==> src/rtl/jets_pkg.sv <==
// Shared types, constants and codes of the Julia escape-time pixel block.
`timescale 1ns / 1ps

package jets_pkg;

   localparam int PIX_W          = 10;
   localparam int FRAC_SHIFT     = 30;
   localparam int NUM_W          = PIX_W + FRAC_SHIFT;
   localparam int MAP_BIAS_SHIFT = FRAC_SHIFT - 1;
   localparam int Z_W            = 32;
   localparam int PROD_W         = 2 * Z_W;
   localparam int ZR_SHIFT       = 28;
   localparam int ZI_SHIFT       = 27;
   localparam int ESC_BIT        = 58;
   localparam int LIMIT_W        = 8;
   localparam int COLOR_W        = 32;
   localparam int CSR_IDX_W      = 3;
   localparam int CSR_DATA_W     = 32;
   localparam int REQ_TDATA_W    = 24;
   localparam int RSP_TDATA_W    = 48;
   localparam int RSP_PAD_W      = RSP_TDATA_W - COLOR_W - 1 - LIMIT_W;
   localparam int REQ_PAD_W      = REQ_TDATA_W - 2 * PIX_W;

   localparam int DEF_IMAGE_WIDTH  = 800;
   localparam int DEF_IMAGE_HEIGHT = 600;

   typedef enum logic [CSR_IDX_W-1:0] {
      CSR_C_REAL            = 3'd0,
      CSR_C_IMAG            = 3'd1,
      CSR_ITERATION_LIMIT   = 3'd2,
      CSR_FIRST_BAND_LIMIT  = 3'd3,
      CSR_SECOND_BAND_LIMIT = 3'd4,
      CSR_FIRST_COLOR       = 3'd5,
      CSR_SECOND_COLOR      = 3'd6
   } csr_index_type;

   typedef struct packed {
      logic [Z_W-1:0]     c_real;
      logic [Z_W-1:0]     c_imag;
      logic [LIMIT_W-1:0] iteration_limit;
      logic [LIMIT_W-1:0] first_band_limit;
      logic [LIMIT_W-1:0] second_band_limit;
      logic [COLOR_W-1:0] first_color;
      logic [COLOR_W-1:0] second_color;
   } cfg_type;

   localparam cfg_type CFG_RESET = '{
      c_real:            32'hF333_3333,
      c_imag:            32'h027E_F9DB,
      iteration_limit:   8'd100,
      first_band_limit:  8'd20,
      second_band_limit: 8'd80,
      first_color:       32'h0000_FFFF,
      second_color:      32'h66CC_FFFF
   };

   typedef enum logic [2:0] {
      ST_IDLE,
      ST_SEED,
      ST_MULTIPLY,
      ST_EVALUATE
   } state_type;

   typedef struct packed {
      logic load;
      logic seed;
      logic mul;
      logic step;
      logic publish;
   } cmd_type;

   typedef struct packed {
      logic hit;
      logic at_limit;
      logic out_free;
   } status_type;

endpackage

==> src/rtl/jets_ctrl.sv <==
// Sequencer for mapping, iteration and result hand-off of one pixel.
`timescale 1ns / 1ps

module jets_ctrl import jets_pkg::*; (
   input  logic       clock,
   input  logic       reset,
   input  logic       req_tvalid,
   output logic       req_tready,
   input  status_type status,
   output cmd_type    cmd
);

   state_type state_ff, state_in;
   logic      done;

   assign done = status.hit || status.at_limit;

   always_comb begin
      state_in = state_ff;
      unique case (state_ff)
         ST_IDLE:     if (req_tvalid) state_in = ST_SEED;
         ST_SEED:     state_in = ST_MULTIPLY;
         ST_MULTIPLY: state_in = ST_EVALUATE;
         ST_EVALUATE: begin
            if (!done) state_in = ST_MULTIPLY;
            else if (status.out_free) state_in = ST_IDLE;
         end
         default:     state_in = ST_IDLE;
      endcase
   end

   always_comb begin
      cmd        = '0;
      req_tready = 1'b0;
      unique case (state_ff)
         ST_IDLE: begin
            req_tready = 1'b1;
            cmd.load   = req_tvalid;
         end
         ST_SEED:     cmd.seed     = 1'b1;
         ST_MULTIPLY: cmd.mul      = 1'b1;
         ST_EVALUATE: begin
            if (done) cmd.publish = status.out_free;
            else      cmd.step    = 1'b1;
         end
         default: ;
      endcase
   end

   always_ff @(posedge clock) begin
      if (reset) begin
         state_ff <= ST_IDLE;
      end else begin
         state_ff <= state_in;
      end
   end

endmodule

==> config.mk <==
export PLATFORM = sky130hd
export DESIGN_NAME = jets_ctrl
export DESIGN_NICKNAME = d
export VERILOG_FILES = /design/src/rtl/jets_pkg.sv /design/src/rtl/jets_ctrl.sv
export SDC_FILE = /design/constraint.sdc
export NUM_CORES = 1
export LEC_CHECK = 0
export ABC_AREA = 1
export CORE_AREA = 2 2 39 41
export DETAILED_ROUTE_END_ITERATION = 10
export DIE_AREA = 0 0 41 43
export DONT_BUFFER_PORTS = 1
export SLEW_MARGIN = 0
export SYNTH_ARGS = -nofsm -noshare
export SYNTH_HDL_FRONTEND = slang
export SYNTH_SLANG_ARGS = --single-unit
==> constraint.sdc <==
create_clock -name clock -period 1.34 [get_ports clock]
set_input_delay 0.201 -clock clock [delete_from_list [all_inputs] [get_ports clock]]
set_output_delay 0.201 -clock clock [all_outputs]
set_load 0.02 [all_outputs]
==> results.cfg <==
[run_status]
outcome = complete, no violations

[routing]
drc = 0
firstDrtPassIters = 2
routed_wl_um = 324
drt_iter0_drc = 3
routed_wire_length_per_instance_um = 7.53
via_per_inst = 3.30
ant_nets = 0
via_count = 142

[cts]
clock_latency_ns = 0.22
tritoncts = built
cts_root_buffer = clkbuf_4
cts_hold_buf = 0
clock-sinks = 2
cts_resized = 0
numCtsBuffers = 3
cts.htree.levels = 1
clkTransAtPathRegs_ns = 0.03
cts_max_path_buffers = 2
cts_setup_buffers = 0

[cells_and_area]
area_delta_synth_final_pct = 42.2
largest_reg_flops = 2
final_cell_area_um2 = 181
fin_nets = 35
num_antenna_cells = 0
finalNonFillerCells = 43
top_register = state_ff
top_regs = state_ff (2)
drive_gt1_share_pct = 25.9

[floorplan]
initial_core_util_pct = 9.22
core_mm2 = 0.00138
rows = 14
die_y_um = 43
io_pins = 12
die_w_um = 41
die_area_mm2 = 0.00176

[hold_path]
hold_class = input pin to flop
hold_start = reset

[synth]
synth_fp_nets = 29
yosys_warnings = 0
syn_avg_cell_area_um2 = 5.55
ys_seq_elements = 2
yosysUniqueCellTypes = 9
netlist_area_um2 = 128
yosysSeqAreaShare_pct = 31.4
synth_cells = 23

[power_and_ir_drop]
p_leak_nw = 0.0947
max-vdd-ir-drop_uv = 195
sw_frac_of_total_pct = 29.4
seq_power_share_pct = 29.4
internal_power_uw = 176
p_comb_share_pct = 17.4
p_clk_share_pct = 53.2
power_density_mw_per_mm2 = 1370
switching_power_uw = 73.2

[worst_setup_path]
worstSetupEndpointType = output port
startpoint_type = flop
path_class = flop to output port
crit_start = state_ff[0]
required_ns = 1.14
crit_path_max_fanout = 4
critPathArrivalTime_ns = 1.04
r2r-start = state_ff[0]

[placed_design]
dp_hpwl_um = 267
numPortBuffers = 0
postPlaceCellArea_um2 = 155
dp_cells = 40
finalWeightedCongestion = 0.511

[timing]
slew_headroom_pct = 74.5
finalSetupTns_ns = 0
grt_setup_unrepaired = false
skew_ns = 0.00310
period_share_pct = 92.9
worst_slew_pin_slew_ns = 0.381
fmax_ghz = 0.803
hold_viol = 0
final.min_clock_period_ns = 1.24
finalMaxSlewViolations = 0
setup_viol = 0

[grt]
antenna_found_initial = 0
grt_pass1_vias = 127
grt_max_degree = 7
grt_pass1_wl_um = 469
grtUsageTotal_pct = 5.10
gr-total-overflow = 0

[flow_run]
drv_cap = 0
==> through the flow <==
step | power [mW] | setup WS (ns) | utilization, % | hold WS, ns
4_1_cts | 0.258 | 0.0292 | 12.8 | 0.0330
3_5_place_dp | 0.117 | 0.277 | 11.2 | 0.275
3_3_place_gp | 0.117 | 0.298 | 11.2 | 0.272
2_1_floorplan | 0.111 | 0.321 | - | 0.270
5_1_grt | 0.274 | 0.0219 | 13.1 | 0.0318
6_report | 0.249 | 0.0952 | 13.1 | 0.0439
==> critical path, stage by stage (launching register included) <==
cell and delay [ns]:
dfxtp_1 0.37, nand2_1 0.12, nor2_1 0.33
==> synth_stat cells <==
library cell	n	area (um^2)
or2_0	1	6.26
nor2_1	6	22.5
nor2_2	1	6.26
nand2_1	4	15.0
a21oi_1	1	5.00
nand3_1	1	5.00
o21ai_0	1	5.00
dfxtp_1	2	40.0
inv_1	6	22.5
==> logic make-up (layout without fill, tap and decap cells) <==
logic type             after synthesis  in the layout  share of synthesized area (%)
buffers and inverters                6             10                           17.6
and+or+nand+nor                     13             13                           43.1
DFF                                  2              2                           31.4
AOI/OAI and AO/OA                    2              2                           7.84
==> cell usage in the layout, fill, tap and decap left out <==
cell	n
a21oi_1	1
buf_4	1
clkbuf_4	3
dfxtp_1	1
dfxtp_2	1
inv_1	6
nand2_1	4
nand3_1	1
nor2_1	5
nor2_2	2
o21ai_0	1
or2_0	1
==> final cells by class <==
class	instances	area (um^2)
fillers	170	1200
multi-input cells	15	67.6
flip-flops and latches	2	41.3
clock buffers	3	22.5
inverters	6	22.5
well taps	16	20.0
repair buffers	1	7.51
==> power groups by stage <==
stage	Combinational [mW]	Sequential, mW	Clock, mW
after floorplan	0.0386	0.0722	0
after global placement	0.0428	0.0737	0
after detailed placement	0.0433	0.0736	0
after CTS	0.0434	0.0728	0.142
after global routing	0.0497	0.0745	0.150
final	0.0433	0.0733	0.132
==> per-layer routing <==
metal | share of wire (%) | global-route usage (%) | up-vias
met5 | 0 | 0 | -
met4 | 0 | 6.00 | 0
met3 | 16 | 6.28 | 0
met2 | 51 | 6.25 | 6
met1 | 33 | 3.17 | 60
li1 | - | - | 76
==> worst paths after layout <==
check	to	slack (ns)	cells past startpoint
worst max register to register	state_ff[1]	0.44	3
worst max-delay path	cmd[1]	0.1	2
worst min register to register	state_ff[0]	0.61	2
worst min-delay path	state_ff[0]	0.04	1
(Power assumes the default switching activity.)
